[config.mk]
export PLATFORM = sky130hd
export DESIGN_NAME = hsv_range_color_key_top
export DESIGN_NICKNAME = d
export VERILOG_FILES = /design/src/hsvck_pkg.sv /design/src/hsvck_front.sv /design/src/hsvck_div_step.sv /design/src/hsvck_key.sv /design/src/hsv_range_color_key_top.sv
export SDC_FILE = /design/constraint.sdc
export NUM_CORES = 2
export LEC_CHECK = 0
export ABC_AREA = 0
export BUFFER_PORTS_ARGS = -buffer_cell sky130_fd_sc_hd__buf_2
export CORE_MARGIN = 2
export CORE_UTILIZATION = 35
export DETAILED_ROUTE_END_ITERATION = 12
export HOLD_SLACK_MARGIN = 0.03
export PLACE_DENSITY = 0.49
export RECOVER_POWER = 25
export SETUP_SLACK_MARGIN = 0.3
export SYNTH_ARGS = -nofsm -noshare
export SYNTH_HDL_FRONTEND = slang
export SYNTH_SLANG_ARGS = --single-unit
[constraint.sdc]
create_clock -name clk -period 61.1 [get_ports clk]
set_clock_uncertainty 0.1 [all_clocks]
set_input_delay 3.055 -clock clk [delete_from_list [all_inputs] [get_ports clk]]
set_output_delay 3.055 -clock clk [all_outputs]
set_load 0.02 [all_outputs]
[src/hsvck_pkg.sv]
`timescale 1ns / 1ps
`default_nettype none

package hsvck_pkg;

  // channel and quotient widths
  localparam int CHANNEL_BITS = 8;
  localparam int SQ_BITS      = CHANNEL_BITS;       // saturation quotient, 0..255
  localparam int HQ_BITS      = CHANNEL_BITS + 1;   // half-hue quotient before wrap, 150..330
  localparam int DIV_W        = CHANNEL_BITS + 1;   // divisors 2*max and 2*diff
  localparam int SREM_W       = 17;                 // 510*diff + max
  localparam int HREM_W       = 18;                 // 2*t + diff, up to 661*diff
  localparam int ACC_W        = 20;                 // signed hue numerator accumulator
  localparam int PADDR_W      = 5;
  localparam int PDATA_W      = 32;

  localparam logic [HQ_BITS-1:0] HUE_WRAP = HQ_BITS'(180);
  localparam logic [SREM_W-1:0]  SAT_SCALE = SREM_W'(510);

  // hue numerator coefficients on diff: 2*(offset + 180) + 1
  localparam logic signed [ACC_W-1:0] HUE_COEF_RED   = ACC_W'(361);
  localparam logic signed [ACC_W-1:0] HUE_COEF_GREEN = ACC_W'(481);
  localparam logic signed [ACC_W-1:0] HUE_COEF_BLUE  = ACC_W'(601);
  localparam logic signed [ACC_W-1:0] HUE_SLOPE      = ACC_W'(60);

  typedef logic [CHANNEL_BITS-1:0] chan_t;

  // register reset values
  localparam chan_t HUE_LOWER_RST = 8'd90;
  localparam chan_t HUE_UPPER_RST = 8'd150;
  localparam chan_t SAT_LOWER_RST = 8'd100;
  localparam chan_t SAT_UPPER_RST = 8'd255;
  localparam chan_t VAL_LOWER_RST = 8'd70;
  localparam chan_t VAL_UPPER_RST = 8'd255;

  typedef enum logic [2:0] {
    REG_HUE_LOWER = 3'd0,
    REG_HUE_UPPER = 3'd1,
    REG_SAT_LOWER = 3'd2,
    REG_SAT_UPPER = 3'd3,
    REG_VAL_LOWER = 3'd4,
    REG_VAL_UPPER = 3'd5
  } reg_idx_t;

  typedef enum logic [1:0] {
    MAX_RED,
    MAX_GREEN,
    MAX_BLUE
  } max_sel_t;

  typedef struct packed {
    chan_t pix_blue;
    chan_t pix_green;
    chan_t pix_red;
  } pix_t;

  typedef struct packed {
    chan_t out_blue;
    chan_t out_green;
    chan_t out_red;
    logic  in_range;
  } res_t;

  typedef struct packed {
    chan_t hue_lower;
    chan_t hue_upper;
    chan_t sat_lower;
    chan_t sat_upper;
    chan_t val_lower;
    chan_t val_upper;
  } cfg_t;

  // payload carried through the divider stages
  typedef struct packed {
    pix_t                pix;
    chan_t               v;
    logic                grey;    // max == min, hue forced to 0
    logic                dark;    // max == 0, saturation forced to 0
    logic [SREM_W-1:0]   s_rem;
    logic [DIV_W-1:0]    s_div;
    logic [SQ_BITS-1:0]  s_quo;
    logic [HREM_W-1:0]   h_rem;
    logic [DIV_W-1:0]    h_div;
    logic [HQ_BITS-1:0]  h_quo;
  } dstage_t;

  // range test, wrapping when lower exceeds upper
  function automatic logic in_window(chan_t x, chan_t lo, chan_t hi);
    if (lo <= hi) begin
      return (lo <= x) && (x <= hi);
    end
    return (x <= hi) || (lo <= x);
  endfunction

endpackage

`default_nettype wire

[src/hsvck_front.sv]
`timescale 1ns / 1ps
`default_nettype none

module hsvck_front (
  input  wire logic              clk,
  input  wire logic              rst,
  input  wire logic              ce,
  input  wire logic              in_valid,
  input  wire hsvck_pkg::pix_t   pix,
  output logic                   out_valid,
  output hsvck_pkg::dstage_t     out_data
);
  import hsvck_pkg::*;

  // stage 1: max, min, diff
  logic     valid1;
  pix_t     pix1;
  chan_t    mx1;
  chan_t    diff1;
  max_sel_t sel1;

  chan_t    mx_c;
  chan_t    mn_c;
  max_sel_t sel_c;

  always_comb begin
    mx_c = pix.pix_blue;
    mn_c = pix.pix_blue;
    if (pix.pix_green > mx_c) mx_c = pix.pix_green;
    if (pix.pix_red > mx_c)   mx_c = pix.pix_red;
    if (pix.pix_green < mn_c) mn_c = pix.pix_green;
    if (pix.pix_red < mn_c)   mn_c = pix.pix_red;
    // ties: red over green over blue
    if (mx_c == pix.pix_red) begin
      sel_c = MAX_RED;
    end else if (mx_c == pix.pix_green) begin
      sel_c = MAX_GREEN;
    end else begin
      sel_c = MAX_BLUE;
    end
  end

  always_ff @(posedge clk) begin
    if (rst) begin
      valid1 <= 1'b0;
    end else if (ce) begin
      valid1 <= in_valid;
    end
  end

  always_ff @(posedge clk) begin
    if (ce) begin
      pix1  <= pix;
      mx1   <= mx_c;
      diff1 <= mx_c - mn_c;
      sel1  <= sel_c;
    end
  end

  // stage 2: numerators and divisors
  logic signed [CHANNEL_BITS:0] x_c;
  logic signed [ACC_W-1:0]      coef_c;
  logic signed [ACC_W-1:0]      acc_c;
  logic signed [ACC_W-1:0]      diff_ext;
  dstage_t                      d_c;

  always_comb begin
    case (sel1)
      MAX_RED: begin
        x_c    = $signed({1'b0, pix1.pix_green}) - $signed({1'b0, pix1.pix_blue});
        coef_c = HUE_COEF_RED;
      end
      MAX_GREEN: begin
        x_c    = $signed({1'b0, pix1.pix_blue}) - $signed({1'b0, pix1.pix_red});
        coef_c = HUE_COEF_GREEN;
      end
      default: begin
        x_c    = $signed({1'b0, pix1.pix_red}) - $signed({1'b0, pix1.pix_green});
        coef_c = HUE_COEF_BLUE;
      end
    endcase
    diff_ext = $signed({{(ACC_W-CHANNEL_BITS){1'b0}}, diff1});
    // 2*t + diff, never negative
    acc_c    = ACC_W'(x_c) * HUE_SLOPE + diff_ext * coef_c;

    d_c.pix   = pix1;
    d_c.v     = mx1;
    d_c.grey  = (diff1 == '0);
    d_c.dark  = (mx1 == '0);
    d_c.s_rem = SREM_W'(diff1) * SAT_SCALE + SREM_W'(mx1);
    d_c.s_div = {mx1, 1'b0};
    d_c.s_quo = '0;
    d_c.h_rem = acc_c[HREM_W-1:0];
    d_c.h_div = {diff1, 1'b0};
    d_c.h_quo = '0;
  end

  always_ff @(posedge clk) begin
    if (rst) begin
      out_valid <= 1'b0;
    end else if (ce) begin
      out_valid <= valid1;
    end
  end

  always_ff @(posedge clk) begin
    if (ce) begin
      out_data <= d_c;
    end
  end

endmodule

`default_nettype wire

[src/hsvck_div_step.sv]
`timescale 1ns / 1ps
`default_nettype none

// One restoring-division step for both the saturation and the hue quotient.
module hsvck_div_step #(
  parameter int BIT = 0
) (
  input  wire logic                clk,
  input  wire logic                rst,
  input  wire logic                ce,
  input  wire logic                in_valid,
  input  wire hsvck_pkg::dstage_t  in_data,
  output logic                     out_valid,
  output hsvck_pkg::dstage_t       out_data
);
  import hsvck_pkg::*;

  logic [SREM_W-1:0]  s_rem_n;
  logic [SQ_BITS-1:0] s_quo_n;
  logic [HREM_W-1:0]  h_rem_n;
  logic [HQ_BITS-1:0] h_quo_n;
  logic [HREM_W-1:0]  h_sub;
  dstage_t            d_c;

  // saturation quotient has one bit fewer than hue
  if (BIT < SQ_BITS) begin : g_sat
    logic [SREM_W-1:0] s_sub;
    always_comb begin
      s_sub   = SREM_W'(in_data.s_div) << BIT;
      s_rem_n = in_data.s_rem;
      s_quo_n = in_data.s_quo;
      if (in_data.s_rem >= s_sub) begin
        s_rem_n      = in_data.s_rem - s_sub;
        s_quo_n[BIT] = 1'b1;
      end
    end
  end else begin : g_sat_pass
    assign s_rem_n = in_data.s_rem;
    assign s_quo_n = in_data.s_quo;
  end

  // hue quotient bit
  always_comb begin
    h_sub   = HREM_W'(in_data.h_div) << BIT;
    h_rem_n = in_data.h_rem;
    h_quo_n = in_data.h_quo;
    if (in_data.h_rem >= h_sub) begin
      h_rem_n      = in_data.h_rem - h_sub;
      h_quo_n[BIT] = 1'b1;
    end
  end

  always_comb begin
    d_c       = in_data;
    d_c.s_rem = s_rem_n;
    d_c.s_quo = s_quo_n;
    d_c.h_rem = h_rem_n;
    d_c.h_quo = h_quo_n;
  end

  always_ff @(posedge clk) begin
    if (rst) begin
      out_valid <= 1'b0;
    end else if (ce) begin
      out_valid <= in_valid;
    end
  end

  always_ff @(posedge clk) begin
    if (ce) begin
      out_data <= d_c;
    end
  end

endmodule

`default_nettype wire

[src/hsvck_key.sv]
`timescale 1ns / 1ps
`default_nettype none

// Hue wrap, range tests and the output register.
module hsvck_key (
  input  wire logic                clk,
  input  wire logic                rst,
  input  wire logic                ce,
  input  wire logic                in_valid,
  input  wire hsvck_pkg::dstage_t  in_data,
  input  wire hsvck_pkg::cfg_t     cfg,
  output logic                     out_valid,
  output hsvck_pkg::res_t          res
);
  import hsvck_pkg::*;

  logic [HQ_BITS-1:0] h_wrap;
  chan_t              hue;
  chan_t              sat;
  logic               hit;
  res_t               res_c;

  always_comb begin
    // rounded half-hue lies in 150..330; fold into 0..179
    if (in_data.h_quo >= HUE_WRAP) begin
      h_wrap = in_data.h_quo - HUE_WRAP;
    end else begin
      h_wrap = in_data.h_quo;
    end
    hue = in_data.grey ? '0 : h_wrap[CHANNEL_BITS-1:0];
    sat = in_data.dark ? '0 : in_data.s_quo;
    hit = in_window(hue, cfg.hue_lower, cfg.hue_upper) &&
          in_window(sat, cfg.sat_lower, cfg.sat_upper) &&
          in_window(in_data.v, cfg.val_lower, cfg.val_upper);

    res_c.out_blue  = hit ? '0 : in_data.pix.pix_blue;
    res_c.out_green = hit ? '0 : in_data.pix.pix_green;
    res_c.out_red   = hit ? '0 : in_data.pix.pix_red;
    res_c.in_range  = hit;
  end

  always_ff @(posedge clk) begin
    if (rst) begin
      out_valid <= 1'b0;
    end else if (ce) begin
      out_valid <= in_valid;
    end
  end

  always_ff @(posedge clk) begin
    if (ce) begin
      res <= res_c;
    end
  end

endmodule

`default_nettype wire

[src/hsv_range_color_key_top.sv]
// Pipeline: 2 front stages, 9 divider stages at one quotient bit each, and 1
// keying/output stage.
// Throughput: one pixel per cycle; the whole pipeline advances together and holds
// while a result waits at the output register.
// Reset (rst, synchronous): pipeline emptied, range registers back to their defaults.
`timescale 1ns / 1ps
`default_nettype none

module hsv_range_color_key_top (
  input  wire logic                              clk,
  input  wire logic                              rst,
  input  wire logic                              in_valid,
  output logic                                   in_ready,
  input  wire hsvck_pkg::pix_t                   pix,
  output logic                                   out_valid,
  input  wire logic                              out_ready,
  output hsvck_pkg::res_t                        res,
  input  wire logic                              psel,
  input  wire logic                              penable,
  input  wire logic                              pwrite,
  input  wire logic [hsvck_pkg::PADDR_W-1:0]     paddr,
  input  wire logic [hsvck_pkg::PDATA_W-1:0]     pwdata,
  output logic [hsvck_pkg::PDATA_W-1:0]          prdata,
  output logic                                   pready
);
  import hsvck_pkg::*;

  // configuration registers
  cfg_t     cfg;
  reg_idx_t reg_sel;
  chan_t    wr_val;

  assign pready  = 1'b1;
  assign reg_sel = reg_idx_t'(paddr[PADDR_W-1:2]);
  assign wr_val  = pwdata[CHANNEL_BITS-1:0];

  always_ff @(posedge clk) begin
    if (rst) begin
      cfg.hue_lower <= HUE_LOWER_RST;
      cfg.hue_upper <= HUE_UPPER_RST;
      cfg.sat_lower <= SAT_LOWER_RST;
      cfg.sat_upper <= SAT_UPPER_RST;
      cfg.val_lower <= VAL_LOWER_RST;
      cfg.val_upper <= VAL_UPPER_RST;
    end else if (psel && penable && pwrite) begin
      unique case (reg_sel)
        REG_HUE_LOWER: cfg.hue_lower <= wr_val;
        REG_HUE_UPPER: cfg.hue_upper <= wr_val;
        REG_SAT_LOWER: cfg.sat_lower <= wr_val;
        REG_SAT_UPPER: cfg.sat_upper <= wr_val;
        REG_VAL_LOWER: cfg.val_lower <= wr_val;
        REG_VAL_UPPER: cfg.val_upper <= wr_val;
        default: ;
      endcase
    end
  end

  // register readback
  always_comb begin
    unique case (reg_sel)
      REG_HUE_LOWER: prdata = PDATA_W'(cfg.hue_lower);
      REG_HUE_UPPER: prdata = PDATA_W'(cfg.hue_upper);
      REG_SAT_LOWER: prdata = PDATA_W'(cfg.sat_lower);
      REG_SAT_UPPER: prdata = PDATA_W'(cfg.sat_upper);
      REG_VAL_LOWER: prdata = PDATA_W'(cfg.val_lower);
      REG_VAL_UPPER: prdata = PDATA_W'(cfg.val_upper);
      default:       prdata = '0;
    endcase
  end

  // pipeline advance: output register empty or being drained
  logic ce;
  assign ce       = !out_valid || out_ready;
  assign in_ready = ce;

  logic    stg_valid [HQ_BITS+1];
  dstage_t stg_data  [HQ_BITS+1];

  hsvck_front u_front (
    .clk       (clk),
    .rst       (rst),
    .ce        (ce),
    .in_valid  (in_valid),
    .pix       (pix),
    .out_valid (stg_valid[0]),
    .out_data  (stg_data[0])
  );

  // divider chain, most significant quotient bit first
  for (genvar k = 0; k < HQ_BITS; k++) begin : g_div
    hsvck_div_step #(
      .BIT (HQ_BITS - 1 - k)
    ) u_step (
      .clk       (clk),
      .rst       (rst),
      .ce        (ce),
      .in_valid  (stg_valid[k]),
      .in_data   (stg_data[k]),
      .out_valid (stg_valid[k+1]),
      .out_data  (stg_data[k+1])
    );
  end

  hsvck_key u_key (
    .clk       (clk),
    .rst       (rst),
    .ce        (ce),
    .in_valid  (stg_valid[HQ_BITS]),
    .in_data   (stg_data[HQ_BITS]),
    .cfg       (cfg),
    .out_valid (out_valid),
    .res       (res)
  );

endmodule

`default_nettype wire

## Yosys cells after proc, flatten, opt, wreduce, memory -nomap -nowiden

Cells that the tools add are included.
Widths: inputs -> output; s select.

| cells by class | value |
|---|---|
| magnitude comparators | 31 |
| multipliers | 3 |
| add/sub/neg operators | 22 |
| equal/unequal tests | 8 |
| reductions and logical operators | 22 |
| muxes and demuxes | 35 |

Operators by type and width:

| operator | number |
|---|---|
| $mux 18 | 8 |
| $mux 17 | 7 |
| $le 8x8->1 | 9 |
| $mux 8 | 7 |
| $pmux 8 s6 | 1 |
| $sub 8x8->9 | 3 |
| $pmux 10 s2 | 1 |
| $add 18x18->18 | 1 |
| $ge 18x10->1 | 1 |
| $ge 18x11->1 | 1 |
| $ge 18x12->1 | 1 |
| $ge 18x13->1 | 1 |
| $ge 18x14->1 | 1 |
| $ge 18x15->1 | 1 |
| $ge 18x16->1 | 1 |
| $ge 18x17->1 | 1 |
| $ge 18x9->1 | 1 |
| $mul 8x10->18 | 1 |
| $pmux 9 s2 | 1 |
| $sub 18x10->18 | 1 |
| $sub 18x11->18 | 1 |
| $sub 18x12->18 | 1 |
| $sub 18x13->18 | 1 |
| $sub 18x14->18 | 1 |
| other kinds (40) | 68 |

| word-level totals | value |
|---|---|
| word-level logic and storage cells | 268 |
| bits in registers | 935 |
| output and inout port bits | 60 |

## Logic depth before layout (Yosys ltp)

| depth | value |
|---|---|
| depth after elaboration | 9 |
| gate-level depth with buffers | 37 |
| depth with buffers taken out | 37 |

## Modules after synthesis

Synthesis repeated with hierarchy kept, for this count alone.

| unflattened totals | value |
|---|---|
| cells, all modules | 4,294 |
| area, all modules | 57,298.7 um^2 |

Modules (own cells, without submodules):

| module | area each (um^2) | cells an instance | times used | sequential area each (um^2) |
|---|---|---|---|---|
| hsvck_front | 11,876.4 | 1,142 | 1 | 3,523.4 |
| hsvck_div_step at g_div[8].u_step | 4,655.7 | 320 | 1 | 3,143.0 |
| hsvck_div_step at g_div[6].u_step | 4,536.9 | 302 | 1 | 3,143.0 |
| hsvck_div_step at g_div[7].u_step | 4,525.6 | 303 | 1 | 3,143.0 |
| hsvck_div_step at g_div[5].u_step | 4,524.3 | 307 | 1 | 3,143.0 |
| hsvck_div_step at g_div[2].u_step | 4,514.3 | 298 | 1 | 3,143.0 |
| hsvck_div_step at g_div[3].u_step | 4,504.3 | 284 | 1 | 3,143.0 |
| hsvck_div_step at g_div[4].u_step | 4,421.7 | 288 | 1 | 3,143.0 |
| hsvck_div_step at g_div[1].u_step | 4,420.5 | 276 | 1 | 3,143.0 |
| hsvck_div_step at g_div[0].u_step | 3,818.7 | 186 | 1 | 3,143.0 |
| hsvck_key | 3,014.1 | 316 | 1 | 770.7 |
| hsv_range_color_key_top | 2,486.1 | 272 | 1 | 960.9 |

## Least setup slack after synthesis

OpenSTA, ideal clock, no wires.

| path | value |
|---|---|
| path type | input-to-output |
| start | in out_ready |
| end | out in_ready |
| setup slack | 31.547 ns |
| stages | 3 |
| required time | 57.945 ns |
| data arrival time | 26.398 ns |
| cell sequence | nor2b_1 inv_1 clkbuf_1 |

| between the ends | value |
|---|---|
| word-level cells in the longest chain between the ends | 1 |

RTL lines:

| what | RTL line | RTL |
|---|---|---|
| from (decl) | hsv_range_color_key_top.sv:16 | `input wire logic out_ready,` |
| $logic_or 1x1->1 | hsv_range_color_key_top.sv:73 | `assign ce = !out_valid \|\| out_ready;` |
| to (decl) | hsv_range_color_key_top.sv:13 | `output logic in_ready,` |

No other way between the ends.

## Final worst setup path

| path | value |
|---|---|
| start | reg u_front.pix1 (netlist bit u_front.d_c[80]) |
| end | reg u_front.out_data[35] (netlist name) (data pin) |

| between the ends | value |
|---|---|
| word-level cells in the longest chain between the ends | 4 |
| elaborated cells on any way between the ends | 5 |
| those cells by class | add/sub (3); mul (1); mux (1) |

RTL lines:

| what | RTL line | RTL |
|---|---|---|
| from (decl) | hsvck_front.sv:17 | `pix_t pix1;` |
| from (signal assigned) | hsvck_front.sv:53 | `pix1 <= pix;` |
| $sub 8x8->9 (on tied branches) | hsvck_front.sv:78, hsvck_front.sv:74 |  |
| $pmux 9 s2 (*) | hsvck_front.sv:68 | `case (sel1)` |
| $mul 9x5->14 (*) | hsvck_front.sv:84 | `acc_c = ACC_W'(x_c) * HUE_SLOPE + diff_ext * coef_c;` |
| $add 18x18->18 (*) | hsvck_front.sv:84 |  |
| named net u_front.acc_c[17] | hsvck_front.sv:63 | `logic signed [ACC_W-1:0] acc_c;` |
| to (signal assigned) | hsvck_front.sv:108 | `out_data <= d_c;` |
| to (decl) | hsvck_front.sv:11 | `output hsvck_pkg::dstage_t out_data` |

The timed path passes the listed nets; every way through them passes the cells marked *.
A chain may end at the register's enable or synchronous reset.

==> results.toml <==
[clocking]
cts_tree = "built"
post-cts-setup-buffers = 0
cts-buffers-inserted = 99
maximum_count_of_clock_buffers_along_a_single_path = 3
cts_sinks = 908
cts-hold-fix-buffers = 0
ctsResizeCount = 0
maximum_level_of_the_cts_h_tree = 3
clkLatencyLatePin_ps = 700
clock-root-buffer = "clkbuf_16"
clk_transition_reported_paths_ps = 60

[drt]
firstDrtPassIters = 5
maxUsedRoutingLayer = "met4"
routed_via_density = 4.61
met2_wirelength_um = 40100
wl_met1_um = 38300
post_route_ant_nets = 0
dr_total_vias = 26371
drt-initial-drc-count = 1273
remaining_drc_errors = 0
average_wire_per_cell_in_the_routed_design_um = 14.5
finalWirelength_um = 83100
dr_wl_met3_um = 2470

[yosys]
postSynthCellCount = 3736
synth-edff-count = 848
synth_common_cells = "edfxtp_1 (848), inv_1 (476), ha_1 (376), nor2_1 (253), nand2_1 (179)"
largest_family_of_logic_cells_by_synthesized_area = "adder cells"
synth.mux.area_fraction = 0.0178
post-synth-top-count-cell = "edfxtp_1"
synth_xor_area_frac = 0.0388
synth_simple_gate_area_frac = 0.0904
yosysTopAreaCellShare = 0.545
asyncSetResetFlopFracSynth = 0
synth.cell_area_mm2 = 0.0468
number_of_register_bits_inferred_by_synthesis = 908
syn_avg_cell_area_um2 = 12.5
yosys_synthesis_warning_count = 0
complex_gate_fraction_of_the_synthesized_area = 0.0889
ys_types = 91
yosys.area.top_type = "edfxtp_1"
ys_dominant_reg_cell = "edfxtp_1"
ranking_of_synthesized_cells_by_area = "edfxtp_1 (54%), ha_1 (10%), fa_1 (4.5%)"
post_synth_fa_ha_maj_area_fraction = 0.146
synth.yosys.seq_area_share = 0.570

[cells_and_area]
area_overhead_vs_synth_pct = 12.4
num_antenna_cells = 0
finalNetCount = 4424
fill_cells = 12629
ff_latch_area_mm2 = 0.0267
multi_input_area_mm2 = 0.0180
drive_above_1_share = 0.0751

[floorplan]
row_count = 134
die_area_mm2 = 0.137
chipHeight_um = 369
floorplan.io_pins = 128
start_util = 0.352
core_region_area_mm2 = 0.133
die_width_um = 369

[critical_path]
critPathMaxStageDelay_ps = 540
crit_family = "adder cells"
timing.critical_path.buf_inv = 8
worstSetupEndpointType = "flop"
worst-endpoint-arrival_ps = 8870
critPathMostFrequentCell = "inv_1"
cp_slowest_cell = "fa_1"
worst_setup_path_start_kind = "flop"
timing.setup.critical_path_class = "flop to flop"
crit_path_max_fanout = 5
critPathRequiredTime_ps = 61410

[global_routing]
first_global_vias = 27114
grt_pass1_wl_um = 139000
grt.overflow.total = 0
grt_antenna_before_repair = 1
pin_count_of_the_biggest_net_entering_global_routing = 209
track_usage = 0.125

[placement]
gp_congestion = 0.831
hpwl_um = 60500
io_buffers = 76

[timing]
maxSlewViolCount = 0
finalHoldViolCount = 0
worst_pin_slew_ps = 1150
highest_clock_rate_mhz = 117
timing.final.setup_violations = 0
period_share = 0.140
rsz0062_at_grt = "no"
totalNegativeSetupSlack_ps = 0
minimum_period_implied_by_the_final_worst_setup_slack_ps = 8560
worst_slew_margin_rel = 0.235

[hold_path]
min_delay_worst_type = "flop to flop"

[run]
maxCapViolations = 0

[outcome]
outcome = "finished clean"
[layout by cell type, fill, tap and decap left out, drive strengths merged, types with 48 or more instances in the layout]
| master | count |
|---|---|
| edfxtp | 848 |
| inv | 488 |
| ha | 376 |
| nor2 | 253 |
| nand2 | 179 |
| a21oi | 171 |
| o21ai | 162 |
| xnor2 | 122 |
| clkbuf | 107 |
| fa | 105 |
| nor2b | 100 |
| buf | 97 |
| xor2 | 85 |
| a21o | 75 |
| nor3 | 64 |
| dfxtp | 60 |
| mux2i | 55 |
| nand2b | 55 |
| clkinv | 53 |
| nand3 | 48 |
[cells by family (layout without fill, tap and decap cells)]
group           after synthesis  in the layout
mux                          76             76
flops                       908            908
xor+xnor                    207            207
compound gates              645            645
simple gates                849            849
buf+inv                     567            763
other cells                   2             27
fa+ha+maj                   482            482
[registers in the layout, summed over array words and instances, names as in the netlist, 2 cells and up]
signal	flops
g_div.u_step.out_data	707
u_key.res	25
g_div.u_step.out_valid	9
cfg	48
u_front.out_data	74
u_front.mx1	8
u_front.sel1	2
u_front.diff1	8
u_front.d_c	24
[through the flow]
step | std cells | setup WS (ps) | hold slack (ps) | cell area (µm²) | utilization
6_report | 5725 | 52540 | 293 | 52500 | 0.395
5_1_grt | 5725 | 51900 | 310 | 52500 | 0.395
4_1_cts | 5725 | 52440 | 279 | 52500 | 0.395
3_5_place_dp | 5542 | 52510 | 305 | 49200 | 0.370
3_3_place_gp | 5542 | 52520 | 301 | 49200 | 0.370
2_1_floorplan | 3761 | 31550 | 300 | 46800 | -
[worst register-to-register path: cells and delay by family, from the launching register on]
family | cells | cell delay [ps]
mux | 1 | 500
compound gates | 7 | 1370
fa+ha+maj | 10 | 4080
flops | 1 | 470
xor+xnor | 3 | 450
buf+inv | 8 | 610
simple gates | 5 | 670
[path summary, 6_finish.rpt]
kind                                                    from                           end  slack [ps]  depth (start not counted)
worst max-delay path                         u_front.d_c[80]          u_front.out_data[35]       52540                         34
worst min-delay path            g_div[5].u_step.out_data[87]  g_div[6].u_step.out_data[87]         290                          0
worst max register to register               u_front.d_c[80]          u_front.out_data[35]       52540                         34
worst min register to register  g_div[5].u_step.out_data[87]  g_div[6].u_step.out_data[87]         290                          0
[layer usage]
| metal | vias to the layer above | GRT usage |
|---|---|---|
| met4 | 0 | 0.0465 |
| li1 | 13583 | - |
| met3 | 143 | 0.0188 |
| met2 | 294 | 0.215 |
| met5 | - | 0 |
| met1 | 12351 | 0.159 |
[area by class of cell]
| class | instances | area share |
|---|---|---|
| inverter | 483 | 0.0346 |
| clock inverter | 76 | 0.0157 |
| sequential | 908 | 0.507 |
| clock buffer | 107 | 0.0477 |
| timing repair buffer | 97 | 0.0107 |
| multi-input combinational | 2286 | 0.342 |
| tap | 1768 | 0.0421 |
Power is left out: the tool's default activity adds up to more than one toggle a clock period on the data nets, which glitch-free logic cannot reach.
